===== src/rtl/assert_macros.svh =====
// ---------------------------------------------------------------------------
// Assertion macros
// Shorthand for clocked implication checks with a synchronous reset.
// ---------------------------------------------------------------------------
`ifndef ASSERT_MACROS_SVH
`define ASSERT_MACROS_SVH

// same-cycle implication
`define AST_IMPLY(label, clk, rst, a, b) \
  label: assert property (@(posedge clk) disable iff (rst) (a) |-> (b)) \
    else $error("implication check failed");

// next-cycle implication
`define AST_NEXT(label, clk, rst, a, b) \
  label: assert property (@(posedge clk) disable iff (rst) (a) |=> (b)) \
    else $error("next-cycle check failed");

`endif


===== src/rtl/sm83_dec_pkg.sv =====
// ---------------------------------------------------------------------------
// sm83_dec_pkg
// Class codes, result record and immediate length table of the decoder.
// ---------------------------------------------------------------------------
package sm83_dec_pkg;

  localparam int unsigned OpWidth  = 8;
  localparam int unsigned InWidth  = 2 * OpWidth;
  localparam int unsigned OutWidth = 40;   // 33 field bits, padded to bytes
  localparam int unsigned UserWidth = 2;

  typedef logic [5:0] op_class_t;

  localparam op_class_t CLS_NOP        = 6'd0;
  localparam op_class_t CLS_LD_A16_SP  = 6'd1;
  localparam op_class_t CLS_STOP       = 6'd2;
  localparam op_class_t CLS_JR         = 6'd3;
  localparam op_class_t CLS_JR_CC      = 6'd4;
  localparam op_class_t CLS_LD_RP_D16  = 6'd5;
  localparam op_class_t CLS_ADD_HL_RP  = 6'd6;
  localparam op_class_t CLS_LD_RPIND_A = 6'd7;
  localparam op_class_t CLS_LDI_HL_A   = 6'd8;
  localparam op_class_t CLS_LDD_HL_A   = 6'd9;
  localparam op_class_t CLS_LD_A_RPIND = 6'd10;
  localparam op_class_t CLS_LDI_A_HL   = 6'd11;
  localparam op_class_t CLS_LDD_A_HL   = 6'd12;
  localparam op_class_t CLS_INC_RP     = 6'd13;
  localparam op_class_t CLS_DEC_RP     = 6'd14;
  localparam op_class_t CLS_INC_R      = 6'd15;
  localparam op_class_t CLS_DEC_R      = 6'd16;
  localparam op_class_t CLS_LD_R_D8    = 6'd17;
  localparam op_class_t CLS_RLCA       = 6'd18;
  localparam op_class_t CLS_LD_R_R     = 6'd26;
  localparam op_class_t CLS_ALU_A_R    = 6'd27;
  localparam op_class_t CLS_LDH_A8_A   = 6'd28;
  localparam op_class_t CLS_ADD_SP_E8  = 6'd29;
  localparam op_class_t CLS_LDH_A_A8   = 6'd30;
  localparam op_class_t CLS_LDHL_SP_E8 = 6'd31;
  localparam op_class_t CLS_RET_CC     = 6'd32;
  localparam op_class_t CLS_POP        = 6'd33;
  localparam op_class_t CLS_RET        = 6'd34;
  localparam op_class_t CLS_LD_C_A     = 6'd38;
  localparam op_class_t CLS_LD_A16_A   = 6'd39;
  localparam op_class_t CLS_LD_A_C     = 6'd40;
  localparam op_class_t CLS_LD_A_A16   = 6'd41;
  localparam op_class_t CLS_JP_CC      = 6'd42;
  localparam op_class_t CLS_JP         = 6'd43;
  localparam op_class_t CLS_DI         = 6'd44;
  localparam op_class_t CLS_EI         = 6'd45;
  localparam op_class_t CLS_CALL_CC    = 6'd46;
  localparam op_class_t CLS_PUSH       = 6'd47;
  localparam op_class_t CLS_CALL       = 6'd48;
  localparam op_class_t CLS_ALU_A_D8   = 6'd49;
  localparam op_class_t CLS_RST        = 6'd50;
  localparam op_class_t CLS_CB_ROT     = 6'd51;
  localparam op_class_t CLS_CB_BIT     = 6'd52;
  localparam op_class_t CLS_CB_RES     = 6'd53;
  localparam op_class_t CLS_CB_SET     = 6'd54;
  localparam op_class_t CLS_INVALID    = 6'd55;

  typedef struct packed {
    logic       valid_res;
    logic       is_prefixed;
    logic [1:0] imm_bytes;
    logic [5:0] restart_target;
    logic [2:0] bit_index;
    logic [2:0] rotate_select;
    logic [2:0] alu_select;
    logic [1:0] condition;
    logic [1:0] reg_pair;
    logic [2:0] src_reg;
    logic [2:0] dest_reg;
    op_class_t  op_class;
  } dec_result_t;

  function automatic logic [1:0] imm_of_class(input op_class_t cls);
    logic [1:0] n;
    case (cls) inside
      CLS_LD_A16_SP, CLS_LD_RP_D16, CLS_LD_A16_A, CLS_LD_A_A16,
      CLS_JP_CC, CLS_JP, CLS_CALL_CC, CLS_CALL:               n = 2'd2;
      CLS_STOP, CLS_JR, CLS_JR_CC, CLS_LD_R_D8, CLS_LDH_A8_A,
      CLS_ADD_SP_E8, CLS_LDH_A_A8, CLS_LDHL_SP_E8, CLS_ALU_A_D8: n = 2'd1;
      default:                                                 n = 2'd0;
    endcase
    return n;
  endfunction

endpackage


===== src/rtl/sm83_opcode_decoder_core.sv =====
// ---------------------------------------------------------------------------
// sm83_opcode_decoder_core
// Game Boy CPU opcode decoder with stream ports.
// ---------------------------------------------------------------------------
// Decodes one opcode (plus the following byte for the CB page) per clock.
// A transfer is taken every cycle while the output side keeps up. A result
// passes through the input register, the decode logic and then the result
// register. Either register holds while the output stalls, so the input keeps
// flowing until both are full.
`include "assert_macros.svh"

module sm83_opcode_decoder_core
  import sm83_dec_pkg::*;
(
  input  logic                 clk,
  input  logic                 rst,
  input  logic                 s_tvalid,
  output logic                 s_tready,
  input  logic [InWidth-1:0]   s_tdata,   // opcode[7:0], next_byte[15:8]
  output logic                 m_tvalid,
  input  logic                 m_tready,
  output logic [OutWidth-1:0]  m_tdata,   // op_class[5:0], dest_reg[8:6],
                                          // src_reg[11:9], reg_pair[13:12],
                                          // condition[15:14], alu_select[18:16],
                                          // rotate_select[21:19],
                                          // bit_index[24:22],
                                          // restart_target[30:25],
                                          // imm_bytes[32:31], zeros above
  output logic [UserWidth-1:0] m_tuser    // is_prefixed[0], valid_res[1]
);

  localparam int unsigned ResWidth = $bits(dec_result_t);

  logic                in_valid, in_ready;
  logic [InWidth-1:0]  in_data;
  dec_result_t         dec;
  logic [ResWidth-1:0] res_data;
  dec_result_t         res;

  sm83_dec_pipe #(.Width(InWidth)) u_in (
    .clk       (clk),
    .rst       (rst),
    .in_valid  (s_tvalid),
    .in_ready  (s_tready),
    .in_data   (s_tdata),
    .out_valid (in_valid),
    .out_ready (in_ready),
    .out_data  (in_data)
  );

  sm83_dec_decode u_dec (
    .opcode    (in_data[OpWidth-1:0]),
    .next_byte (in_data[InWidth-1:OpWidth]),
    .result    (dec)
  );

  sm83_dec_pipe #(.Width(ResWidth)) u_out (
    .clk       (clk),
    .rst       (rst),
    .in_valid  (in_valid),
    .in_ready  (in_ready),
    .in_data   (dec),
    .out_valid (m_tvalid),
    .out_ready (m_tready),
    .out_data  (res_data)
  );

  assign res     = dec_result_t'(res_data);
  assign m_tdata = {{(OutWidth - ResWidth + UserWidth){1'b0}},
                    res_data[ResWidth-UserWidth-1:0]};
  assign m_tuser = {res.valid_res, res.is_prefixed};

  `AST_IMPLY(a_invalid_zero, clk, rst, m_tvalid && !res.valid_res,
             res.op_class == CLS_INVALID && res_data[ResWidth-1:6] == '0)
  `AST_IMPLY(a_prefix_no_imm, clk, rst, m_tvalid && res.is_prefixed,
             res.valid_res && res.imm_bytes == 2'd0)
  `AST_IMPLY(a_full_blocks_input, clk, rst, in_valid && m_tvalid && !m_tready,
             !s_tready)

endmodule


===== src/rtl/sm83_dec_pipe.sv =====
// ---------------------------------------------------------------------------
// sm83_dec_pipe
// One pipeline register with valid/ready flow control.
// ---------------------------------------------------------------------------
module sm83_dec_pipe #(
  parameter int unsigned Width = 8
) (
  input  logic             clk,
  input  logic             rst,
  input  logic             in_valid,
  output logic             in_ready,
  input  logic [Width-1:0] in_data,
  output logic             out_valid,
  input  logic             out_ready,
  output logic [Width-1:0] out_data
);

  logic             valid;
  logic [Width-1:0] data;

  assign in_ready  = !valid || out_ready;
  assign out_valid = valid;
  assign out_data  = data;

  always_ff @(posedge clk) begin
    if (rst) begin
      valid <= 1'b0;
    end else if (in_ready) begin
      valid <= in_valid;
    end
  end

  always_ff @(posedge clk) begin
    if (in_ready && in_valid) begin
      data <= in_data;
    end
  end

endmodule


===== src/rtl/sm83_dec_decode.sv =====
// ---------------------------------------------------------------------------
// sm83_dec_decode
// Field split and class decode of one opcode, with the CB page.
// ---------------------------------------------------------------------------
module sm83_dec_decode
  import sm83_dec_pkg::*;
(
  input  logic [7:0]  opcode,
  input  logic [7:0]  next_byte,
  output dec_result_t result
);

  logic [1:0] x, p, cx;
  logic [2:0] y, z, cy;
  logic       q;
  dec_result_t r;

  assign x  = opcode[7:6];
  assign y  = opcode[5:3];
  assign z  = opcode[2:0];
  assign p  = opcode[5:4];
  assign q  = opcode[3];
  assign cx = next_byte[7:6];
  assign cy = next_byte[5:3];

  always_comb begin
    r = '0;
    r.op_class = CLS_INVALID;
    unique case (x)
      2'd0: begin
        unique case (z)
          3'd0: begin
            unique case (y)
              3'd0:    r.op_class = CLS_NOP;
              3'd1:    r.op_class = CLS_LD_A16_SP;
              3'd2:    r.op_class = CLS_STOP;
              3'd3:    r.op_class = CLS_JR;
              default: begin
                r.op_class  = CLS_JR_CC;
                r.condition = y[1:0];
              end
            endcase
          end
          3'd1: begin
            r.op_class = q ? CLS_ADD_HL_RP : CLS_LD_RP_D16;
            r.reg_pair = p;
          end
          3'd2: begin
            unique case (p)
              2'd2:    r.op_class = q ? CLS_LDI_A_HL : CLS_LDI_HL_A;
              2'd3:    r.op_class = q ? CLS_LDD_A_HL : CLS_LDD_HL_A;
              default: begin
                r.op_class = q ? CLS_LD_A_RPIND : CLS_LD_RPIND_A;
                r.reg_pair = p;
              end
            endcase
          end
          3'd3: begin
            r.op_class = q ? CLS_DEC_RP : CLS_INC_RP;
            r.reg_pair = p;
          end
          3'd4: begin
            r.op_class = CLS_INC_R;
            r.dest_reg = y;
          end
          3'd5: begin
            r.op_class = CLS_DEC_R;
            r.dest_reg = y;
          end
          3'd6: begin
            r.op_class = CLS_LD_R_D8;
            r.dest_reg = y;
          end
          default: r.op_class = CLS_RLCA + {3'd0, y};
        endcase
      end
      2'd1: begin
        if (!(y == 3'd6 && z == 3'd6)) begin
          r.op_class = CLS_LD_R_R;
          r.dest_reg = y;
          r.src_reg  = z;
        end
      end
      2'd2: begin
        r.op_class   = CLS_ALU_A_R;
        r.dest_reg   = 3'd7;
        r.src_reg    = z;
        r.alu_select = y;
      end
      default: begin
        unique case (z)
          3'd0: begin
            if (!y[2]) begin
              r.op_class  = CLS_RET_CC;
              r.condition = y[1:0];
            end else begin
              r.op_class = CLS_LDH_A8_A + {4'd0, y[1:0]};
            end
          end
          3'd1: begin
            if (!q) begin
              r.op_class = CLS_POP;
              r.reg_pair = p;
            end else begin
              r.op_class = CLS_RET + {4'd0, p};
            end
          end
          3'd2: begin
            if (!y[2]) begin
              r.op_class  = CLS_JP_CC;
              r.condition = y[1:0];
            end else begin
              r.op_class = CLS_LD_C_A + {4'd0, y[1:0]};
            end
          end
          3'd3: begin
            unique case (y)
              3'd0: r.op_class = CLS_JP;
              3'd6: r.op_class = CLS_DI;
              3'd7: r.op_class = CLS_EI;
              3'd1: begin
                r.is_prefixed = 1'b1;
                r.dest_reg    = next_byte[2:0];
                if (cx == 2'd0) begin
                  r.op_class      = CLS_CB_ROT;
                  r.rotate_select = cy;
                end else begin
                  r.op_class  = CLS_CB_BIT + {4'd0, cx - 2'd1};
                  r.bit_index = cy;
                end
              end
              default: r.op_class = CLS_INVALID;
            endcase
          end
          3'd4: begin
            if (!y[2]) begin
              r.op_class  = CLS_CALL_CC;
              r.condition = y[1:0];
            end
          end
          3'd5: begin
            if (!q) begin
              r.op_class = CLS_PUSH;
              r.reg_pair = p;
            end else if (p == 2'd0) begin
              r.op_class = CLS_CALL;
            end
          end
          3'd6: begin
            r.op_class   = CLS_ALU_A_D8;
            r.dest_reg   = 3'd7;
            r.alu_select = y;
          end
          default: begin
            r.op_class       = CLS_RST;
            r.restart_target = {y, 3'd0};
          end
        endcase
      end
    endcase

    if (r.op_class == CLS_INVALID) begin
      result          = '0;
      result.op_class = CLS_INVALID;
    end else begin
      result           = r;
      result.imm_bytes = imm_of_class(r.op_class);
      result.valid_res = 1'b1;
    end
  end

endmodule


===== config.mk =====
export PLATFORM = sky130hd
export DESIGN_NAME = sm83_opcode_decoder_core
export DESIGN_NICKNAME = d
export VERILOG_FILES = /design/src/rtl/sm83_dec_pkg.sv /design/src/rtl/sm83_opcode_decoder_core.sv /design/src/rtl/sm83_dec_pipe.sv /design/src/rtl/sm83_dec_decode.sv
export VERILOG_INCLUDE_DIRS = /design/src /design/src/rtl
export SDC_FILE = /design/constraint.sdc
export NUM_CORES = 1
export LEC_CHECK = 0
export BUFFER_PORTS_ARGS = -buffer_cell sky130_fd_sc_hd__buf_4
export CORE_ASPECT_RATIO = 1.2
export CORE_MARGIN = 5
export CORE_UTILIZATION = 38
export CTS_CLUSTER_DIAMETER = 120
export DETAILED_ROUTE_END_ITERATION = 8
export PLACE_DENSITY_LB_ADDON = 0.2
export SLEW_MARGIN = 30
export SYNTH_ARGS = -nofsm -noshare
export SYNTH_HDL_FRONTEND = slang
export SYNTH_HIERARCHICAL = 1
export SYNTH_SLANG_ARGS = --single-unit

===== constraint.sdc =====
create_clock -name clk -period 4.7 [get_ports clk]
set_input_delay 0.705 -clock clk [delete_from_list [all_inputs] [get_ports clk]]
set_output_delay 0.705 -clock clk [all_outputs]
set_load 0.02 [all_outputs]

==> results of run 1 <==
[report_power, final]
part | total (mW) | internal (mW) | switching (mW) | leakage (nW)
sequential | 0.568 | 0.548 | 0.0199 | 0.490
clock | 0.280 | 0.122 | 0.159 | 0.0478
combinational | 0.192 | 0.0761 | 0.115 | 0.895
total | 1.04 | 0.746 | 0.294 | 1.43
[area by class of cell]
| type | count | area [sq um] |
|---|---|---|
| Fill cell | 764 | 4460 |
| Sequential cell | 53 | 1570 |
| Multi-Input combinational cell | 185 | 1320 |
| Timing Repair Buffer | 58 | 435 |
| Tap cell | 95 | 119 |
| Clock buffer | 6 | 82.6 |
| Inverter | 17 | 63.8 |
| Clock inverter | 2 | 16.3 |
[path summary, 6_finish.rpt]
check | cells past startpoint | slack (ns) | startpoint | end
hold / removal | 2 | 0.50 | u_in/out_valid | u_out/out_valid
hold reg to reg | 2 | 0.50 | u_in/out_valid | u_out/out_valid
setup reg to reg | 11 | 1.55 | u_in/out_data[4] | u_out/out_data[23]
setup / recovery | 11 | 1.55 | u_in/out_data[4] | u_out/out_data[23]
[layer usage]
| layer | global-route usage (%) | share of wire (%) |
|---|---|---|
| met4 | 6.28 | 1.8 |
| met5 | 0 | 0 |
| met3 | 2.48 | 5.7 |
| met1 | 17.7 | 44 |
| met2 | 23.0 | 49 |
[Yosys cell counts (all sizes together) (3+ instances only)]
library cell	n
nand2b	6
ha	11
inv	17
nand2	9
nand4	4
and3	4
or3	3
o211a	3
nand3	5
buf	24
and2	8
a21o	3
o21ai	10
a21oi	14
nor4	3
nor3	8
and4	6
edfxtp	51
mux2i	3
o31a	3
nor3b	5
a31oi	7
nor2b	6
nor2	18
[flip-flops by register name, summed over array words and instances, names as in the netlist]
register,count
u_in/out_valid,1
u_in/out_data,16
u_out/out_valid,1
u_out/out_data,35
[per-stage QoR]
stage	worst slack [ns]	std cells	hold WS, ns
floorplan	2.05	281	0.474
global placement	1.71	408	0.485
detailed placement	1.61	408	0.498
CTS	1.59	416	0.508
global route	1.30	416	0.531
finish	1.55	416	0.504
[cell families after synthesis]
| family | share of synthesized area (%) |
|---|---|
| DFF | 50.4 |
| AOI/OAI and AO/OA | 15.8 |
| and+or+nand+nor | 19.8 |
| muxes | 0.964 |
| adders and majority gates | 4.42 |
| buffers and inverters | 8.27 |
| other | 0.241 |
[critical path: stages, from the launching register on]
cell and delay [ns]:
edfxtp_1 0.68, inv_1 0.28, ha_1 0.26, and2_1 0.16
o31ai_1 0.23, a2111oi_0 0.12, o31a_1 0.38, inv_2 0.10
nand4_2 0.14, nor2_4 0.24, inv_2 0.11, and4_1 0.20
==> run metrics, run 1 <==
status=finished clean; Ports=64; largest net degree at the start of global routing=36; post-CTS resize count=0; crit start category=flop; Die H=approximately 110 um; Final ANT Viol Nets=0; Cell Area, Synth=a little over 3000 sq um; routed vias=approximately 2300; crit share post-route=between 60% and 70%; Top FF cell, synth=edfxtp_1; vias per std cell=about 5.5; first-pass GRT wire length=between 10000 and 15000 um; Layout Utilization=about 45%; area delta synth->final=15.7%; starting density of the core=38.6%; Clock Sinks=53; clock root cell=clkbuf_8; H-tree depth=2; Setup TNS Final=0 ns; Max Cap Viol=0; drt first-iter violations=slightly below 200; Synth cell types=68; diode count=0; Synth async-reset ratio=0%; routed len/inst=16.5 um; clock buffer depth=2; initial antenna violation count=0; CP max FO=15; Pwr Total=1.04 mW; worst vdd ir=between 100 and 150 uV; #FFs+latches synth=53; total wire length=a little under 7000 um; endpoints failing hold=0; CP required=about 4.8 ns; CTS tree=done; HPWL after DPL=4800 um; Post-Syn Instances=~270; Lkg Pwr=1.43 nW; number of global-route vias before repair=roughly 2200; final setup fails=0; Final Net Count=approximately 350; GRT Total Usage=between 10 and 15%; post-CTS setup buffer count=0; hold_buf cts=0; Worst-Skew Late Latency=between 0.3 and 0.4 ns; Core Area=between 8000 and 9000 sq um; router iterations before antenna repair=4; Mapped Avg Cell Area=between 10 and 15 sq um; Reg clk slew, reported paths=~0.1 ns; Final Max Tran Viols=0; WP data arrival=around 3.2 ns; Area contributors post-synth=edfxtp_1, ha_1, buf_4; top-area cell type share of the netlist area=49.2%; CTS buffer count=5; clk_skew=~0.008 ns; FP Rows=36; fin crit period=around 3.2 ns; DP Area=3510 sq um; commonest non-fill, non-tap cell in the layout=buf_4; HP Class=reg2reg; RSZ-0062 raised after global routing=false; Synth area leader=edfxtp_1; die area=slightly above 10000 sq um; Die X=around 93 um; CP Capture Type=flop; Worst-Margin Slew=~0.93 ns; fin area=approximately 3600 sq um; register area share after synthesis=around half; share of cells above drive strength 1=between 20% and 30%; GP Congestion=between 0.8 and 0.9; DR DRC count=0; gr ovfl total=0; commonest non-fill, non-tap cells in the layout=buf_4, edfxtp_1, nor2_1; I/O Buffers=56; Max-slew headroom=38.2%; EDFF count, synth=51; YS warnings=6; Setup Crit Path Kind=reg2reg; PD cells=slightly below 300 nW/um^2; FMAX=approximately 320 MHz
Power figures use the tool's default switching activity.
==> run 2: changes to the inputs <==
- ABC_AREA: unset -> 1
- clock period: 4.7 -> 2.85 ns (I/O delays scaled with it)
==> run metrics, run 2 <==
CTS buffer count=5 (unchanged); Area contributors post-synth=edfxtp_1, nand2_1, nor2_1 (was edfxtp_1, ha_1, buf_4); EDFF count, synth=51 (unchanged); Final Net Count=467 (was 351); Setup Crit Path Kind=reg2reg (unchanged); Lkg Pwr=1.87 nW (was 1.43 nW); Comb pwr share=19.7% (was 18.4%); Core Area=8520 sq um (was 8060 sq um); Largest register FFs=35 (unchanged); largest net degree at the start of global routing=36 (unchanged); highest-delay cell along the critical path=edfxtp_1 (unchanged); FP Rows=37 (was 36); top-area cell type share of the netlist area=46.6% (was 49.2%); post-CTS resize count=0 (unchanged); WP data arrival=2.58 ns (was 3.23 ns); fillers=855 (was 764); Top FF cell, synth=edfxtp_1 (unchanged); vias per std cell=4.66 (was 5.45); Cell Area, Synth=3280 sq um (was 3120 sq um); P_sw=0.521 mW (was 0.294 mW); clock power share=29.4% (was 27.0%); share of cells above drive strength 1=27.5% (was 27.4%); Die H=112 um (was 109 um); Synth async-reset ratio=0% (unchanged); Die X=94.9 um (was 92.7 um); sequential fraction of design power=50.9% (was 54.6%); crit share post-route=87.9% (was 67.1%); clk_skew=0.0190 ns (was 0.00787 ns); fin area=3920 sq um (was 3600 sq um); die area=10600 sq um (was 10100 sq um); Reg clk slew, reported paths=0.11 ns (was 0.10 ns); diode count=0 (unchanged); total wire length=7580 um (was 6880 um); Clock Sinks=53 (unchanged); worst vdd ir=245 uV (was 130 uV); RSZ-0062 raised after global routing=false (unchanged); GRT Total Usage=14.5% (was 13.9%); drt first-iter violations=141 (was 194); H-tree depth=2 (unchanged); final setup fails=0 (unchanged); starting density of the core=38.6% (about the same); Mapped Avg Cell Area=8.78 sq um (was 11.4 sq um); clock buffer depth=2 (unchanged); Layout Utilization=46.0% (was 44.7%); Synth cell types=34 (was 68); YS warnings=6 (unchanged); Setup TNS Final=0 ns (unchanged); Post-Syn Instances=374 (was 273); reg-to-reg slack, setup=0.34 ns (was 1.55 ns); GP Congestion=0.980 (was 0.889); FMAX=399 MHz (was 317 MHz); status=finished clean (unchanged); Final ANT Viol Nets=0 (unchanged); crit start category=flop (unchanged); initial antenna violation count=0 (unchanged); fin crit period=2.51 ns (was 3.15 ns); routed len/inst=13.7 um (was 16.5 um); Worst-Skew Late Latency=0.32 ns (was 0.31 ns); #FFs+latches synth=53 (unchanged); Max Cap Viol=0 (unchanged); number of global-route vias before repair=2490 (was 2195); Ports=64 (unchanged); Final Max Tran Viols=0 (unchanged); most common cell in the netlist=nand2_1 (was edfxtp_1); CTS tree=done (unchanged); PD cells=461 nW/um^2 (was 288 nW/um^2); area of the multi-input gates=1360 sq um (was 1320 sq um); Synth area leader=edfxtp_1 (unchanged); register area share after synthesis=47.8% (was 50.4%); CP Capture Type=flop (unchanged); commonest cells in the netlist=nand2_1, edfxtp_1, nor2_1 (was edfxtp_1, nor2_1, inv_1); area delta synth->final=19.4% (was 15.7%); post-CTS setup buffer count=0 (unchanged); slowest stage delay, CP=0.46 ns (was 0.68 ns); register area=1570 sq um (unchanged); commonest non-fill, non-tap cell in the layout=nand2_1 (was buf_4); DR DRC count=0 (unchanged); HPWL after DPL=5890 um (was 4800 um); gr ovfl total=0 (unchanged); endpoints failing hold=0 (unchanged); CP cell instances=inv_1 > ha_1 > inv_1 > nor2_1 > inv_1 > nor2_1 > nand2_1 > nand3_4 > nand2_4 > nor2_8 > nand3_4 > nand3_1 > nor2_1 (was inv_1 > ha_1 > and2_1 > o31ai_1 > a2111oi_0 > o31a_1 > inv_2 > nand4_2 > nor2_4 > inv_2 > and4_1); routed vias=2580 (was 2269); HP Class=in2reg (was reg2reg); clock root cell=clkbuf_8 (unchanged); CP required=2.92 ns (was 4.78 ns); internal power=1.29 mW (was 0.746 mW); Net Sw Frac=28.8% (was 28.3%); I/O Buffers=56 (unchanged); CP max FO=16 (was 15); router iterations before antenna repair=4 (unchanged); hold_buf cts=0 (unchanged); first-pass GRT wire length=12000 um (was 11100 um); DP Area=3810 sq um (was 3510 sq um); commonest non-fill, non-tap cells in the layout=nand2_1, buf_4, edfxtp_1 (was buf_4, edfxtp_1, nor2_1)
==> run 2: path summary, 6_finish.rpt <==
check / start / endpoint / depth (start not counted)
min: s_tdata[5] / u_in/out_data[5] / 1
max: u_in/out_data[7] / u_out/out_data[20] / 13
min reg2reg: u_in/out_valid / u_in/out_valid / 2
max reg2reg: u_in/out_data[7] / u_out/out_data[20] / 13
==> run 2: cell families (layout without fill, tap and decap cells) <==
group / Yosys count / in the layout / synth area share, %
and+or+nand+nor: 197 / 197 / 30.1
buffers and inverters: 79 / 134 / 12.1
DFF: 53 / 53 / 47.8
AOI/OAI and AO/OA: 32 / 32 / 5.56
adders and majority gates: 11 / 11 / 4.19
other: 2 / 10 / 0.229
==> run 2: area by class of cell <==
type / count / share of cell area [%]
Sequential cell: 53 / 40.1
Multi-Input combinational cell: 250 / 34.6
Timing Repair Buffer: 67 / 12.8
Inverter: 59 / 5.93
Tap cell: 117 / 3.73
Clock buffer: 6 / 1.85
Clock inverter: 2 / 0.989
==> run 2: power by group through the flow <==
stage / logic (mW) / clock network (mW) / registers, mW
6_report: 0.356 / 0.531 / 0.920
5_1_grt: 0.390 / 0.571 / 0.925
4_1_cts: 0.355 / 0.553 / 0.920
3_5_place_dp: 0.353 / 0 / 0.938
3_3_place_gp: 0.353 / 0 / 0.938
2_1_floorplan: 0.228 / 0 / 0.960
==> run 2: routing by layer <==
metal  wire [um]  part of all wire (%)  up-vias  global-route usage [%]
met5           0                     0        -                       0
met4         249                   3.3        0                    6.54
met3         536                   7.1       19                    2.03
met2        3580                    47      107                    23.7
met1        3210                    42     1141                    18.8
li1            -                     -     1313                       -
==> run 2: critical path: cells and delay by family (launching register included) <==
kind / cells / cell delay [ns]
DFF: 1 / 0.46
and+or+nand+nor: 9 / 1.25
buffers and inverters: 3 / 0.34
adders and majority gates: 1 / 0.22
==> run 2: stage by stage <==
stage	instances	power (mW)	hold WS (ns)	setup WS, ns
after floorplan	382	1.19	0.478	0.244
after CTS	554	1.83	0.268	0.384
after detailed placement	546	1.29	0.488	0.390
final	554	1.81	0.278	0.345
after global routing	554	1.89	0.276	0.158
after global placement	546	1.29	0.479	0.401
==> run 3: changes to the inputs <==
--- a/config.mk
+++ b/config.mk
@@ -9,5 +9,5 @@
 export ABC_AREA = 1
 export BUFFER_PORTS_ARGS = -buffer_cell sky130_fd_sc_hd__buf_4
-export CORE_ASPECT_RATIO = 1.2
+export CORE_ASPECT_RATIO = 1.4
 export CORE_MARGIN = 5
 export CORE_UTILIZATION = 38
==> constraint.sdc (replaced) <==
create_clock -name clk -period 3.2 [get_ports clk]
set_input_delay 0.48 -clock clk [delete_from_list [all_inputs] [get_ports clk]]
set_output_delay 0.48 -clock clk [all_outputs]
set_load 0.1 [all_outputs]
==> run metrics, run 3 (same netlist as run 2, synthesis figures left out) <==
number of global-route vias before repair=2597 (was 2490); Clock Sinks=53 (unchanged); CP bufs+invs=2 (was 3); FP Rows=40 (was 37); diode count=0 (unchanged); highest-delay cell along the critical path=edfxtp_1 (unchanged); Setup TNS Final=0 ns (unchanged); Die H=120 um (was 112 um); Largest register FFs=35 (unchanged); internal power=1.22 mW (was 1.29 mW); largest net degree at the start of global routing=36 (unchanged); Most common cell on crit path=nand3_1; Core Area=8510 sq um (was 8520 sq um); Max-slew headroom=about half; clock buffer depth=2 (unchanged); clock power share=30.8% (was 29.4%); Reg2Reg Depth=12 (was 13); crit start category=flop (unchanged); Hold Path Depth=2 (was 1); area of the multi-input gates=1360 sq um (unchanged); CTS tree=done (unchanged); GRT Total Usage=15.6% (was 14.5%); CP Capture Type=flop (unchanged); Final Max Tran Viols=0 (unchanged); Layout Utilization=46.0% (about the same); drt first-iter violations=121 (was 141); Worst-Margin Slew=0.730 ns; routed vias=2618 (was 2580); RSZ-0062 raised after global routing=false (unchanged); gr ovfl total=0 (unchanged); Final Net Count=462 (was 467); hold_buf cts=0 (unchanged); crit share post-route=81.7% (was 87.9%); CP max FO=16 (unchanged); Lkg Pwr=1.86 nW (was 1.87 nW); PD cells=472 nW/um^2 (was 461 nW/um^2); DR DRC count=0 (unchanged); fillers=832 (was 855); FF-to-FF End=u_out/out_data[19] (was u_out/out_data[20]); worst vdd ir=323 uV (was 245 uV); FMAX=382 MHz (was 399 MHz); routed len/inst=14.5 um (was 13.7 um); CP cell instances=ha_1 > inv_1 > nand3_1 > nand3_1 > o21ai_0 > inv_1 > nand3_1 > nand2_1 > nand2_2 > nand3_4 > nand3_1 > nor2_1 (was inv_1 > ha_1 > inv_1 > nor2_1 > inv_1 > nor2_1 > nand2_1 > nand3_4 > nand2_4 > nor2_8 > nand3_4 > nand3_1 > nor2_1); Ports=64 (unchanged); area delta synth->final=19.1% (was 19.4%); clk_skew=0.00669 ns (was 0.0190 ns); Max Cap Viol=0 (unchanged); Reg clk slew, reported paths=0.07 ns (was 0.11 ns); total wire length=7800 um (was 7580 um); post-CTS setup buffer count=0 (unchanged); Final ANT Viol Nets=0 (unchanged); I/O Buffers=56 (unchanged); die area=10600 sq um (about the same); commonest non-fill, non-tap cell in the layout=nand2_1 (unchanged); Min-Delay Endpoint=u_out/out_valid (was u_in/out_data[5]); starting density of the core=38.6% (about the same); status=finished clean (unchanged); worst r2r src=u_in/out_data[5] (was u_in/out_data[7]); worst hold slack=0.342 ns (was 0.278 ns); post-CTS resize count=0 (unchanged); Net Sw Frac=33.9% (was 28.8%); endpoints failing hold=0 (unchanged); Pwr Total=1.85 mW (was 1.81 mW); CP delay by family, top=simple AND/OR/NAND/NOR gates (unchanged); CP startpoint=u_in/out_data[5] (was u_in/out_data[7]); share of cells above drive strength 1=26.9% (was 27.5%); initial antenna violation count=0 (unchanged); HP Class=in2reg (unchanged); H-tree depth=2 (unchanged); slowest stage delay, CP=0.70 ns (was 0.46 ns); P_sw=0.626 mW (was 0.521 mW); CTS buffer count=5 (unchanged); HPWL after DPL=6050 um (was 5890 um); final setup fails=0 (unchanged); Min-Delay Startpoint=rst (was s_tdata[5]); WP data arrival=2.67 ns (was 2.58 ns); Die X=88.6 um (was 94.9 um); GP Congestion=0.870 (was 0.980); commonest non-fill, non-tap cells in the layout=nand2_1, buf_4, edfxtp_1 (unchanged); fin crit period=2.62 ns (was 2.51 ns); first-pass GRT wire length=12600 um (was 12000 um); reg-to-reg slack, setup=0.58 ns (was 0.34 ns); register area=1570 sq um (unchanged); clock root cell=clkbuf_16 (was clkbuf_8); vias per std cell=4.88 (was 4.66); CP required=3.26 ns (was 2.92 ns); router iterations before antenna repair=5 (was 4); Worst-Skew Late Latency=0.30 ns (was 0.32 ns); sequential fraction of design power=44.5% (was 50.9%); Setup Crit Path Kind=reg2reg (unchanged); Comb pwr share=24.6% (was 19.7%)
[run 3: cell count changes in the layout (fill, tap and decap cells not counted), sizes merged]
cell      before  now
clkinvlp       0    1
buf           67   62
bufinv         1    0
[run 3: power by group through the flow]
stage | Combinational, mW | Clock (mW) | Sequential (mW)
3_5_place_dp | 0.454 | 0 | 0.838
2_1_floorplan | 0.232 | 0 | 0.969
4_1_cts | 0.455 | 0.586 | 0.822
3_3_place_gp | 0.454 | 0 | 0.837
5_1_grt | 0.488 | 0.610 | 0.826
6_report | 0.455 | 0.569 | 0.822
[run 3: final cells by class]
cell class                      count  share of cell area, %
Clock inverter                      2                  0.416
Tap cell                          105                   3.36
Sequential cell                    53                   40.2
Multi-Input combinational cell    250                   34.7
Clock buffer                        6                   3.55
Inverter                           59                   5.95
Timing Repair Buffer               62                   11.9
[run 3: worst max path at each step]
stage / endpoint / slack (ns) / depth (start not counted)
final: u_out/out_data[19] / 0.58 / 12
after global placement: u_out/out_data[20] / 0.64 / 14
after detailed placement: u_out/out_data[19] / 0.61 / 12
after floorplan: u_out/out_data[0] / 0.20 / 1
after CTS: u_out/out_data[19] / 0.59 / 12
after global routing: u_out/out_data[19] / 0.31 / 10
[run 3: per-stage QoR]
stage	worst slack [ns]	cell area, sq um	cells
global route	0.311	3910	537
CTS	0.592	3910	537
finish	0.584	3910	537
floorplan	0.198	3310	382
global placement	0.641	3760	529
detailed placement	0.609	3760	529
[run 3: per-layer routing]
layer  track usage, %  vias up  share of wire [%]
li1                 -     1310                  -
met1             17.9     1204                 40
met2             27.4       81                 51
met3             2.54       23                5.3
met4             7.37        0                3.4
met5                0        -                  0
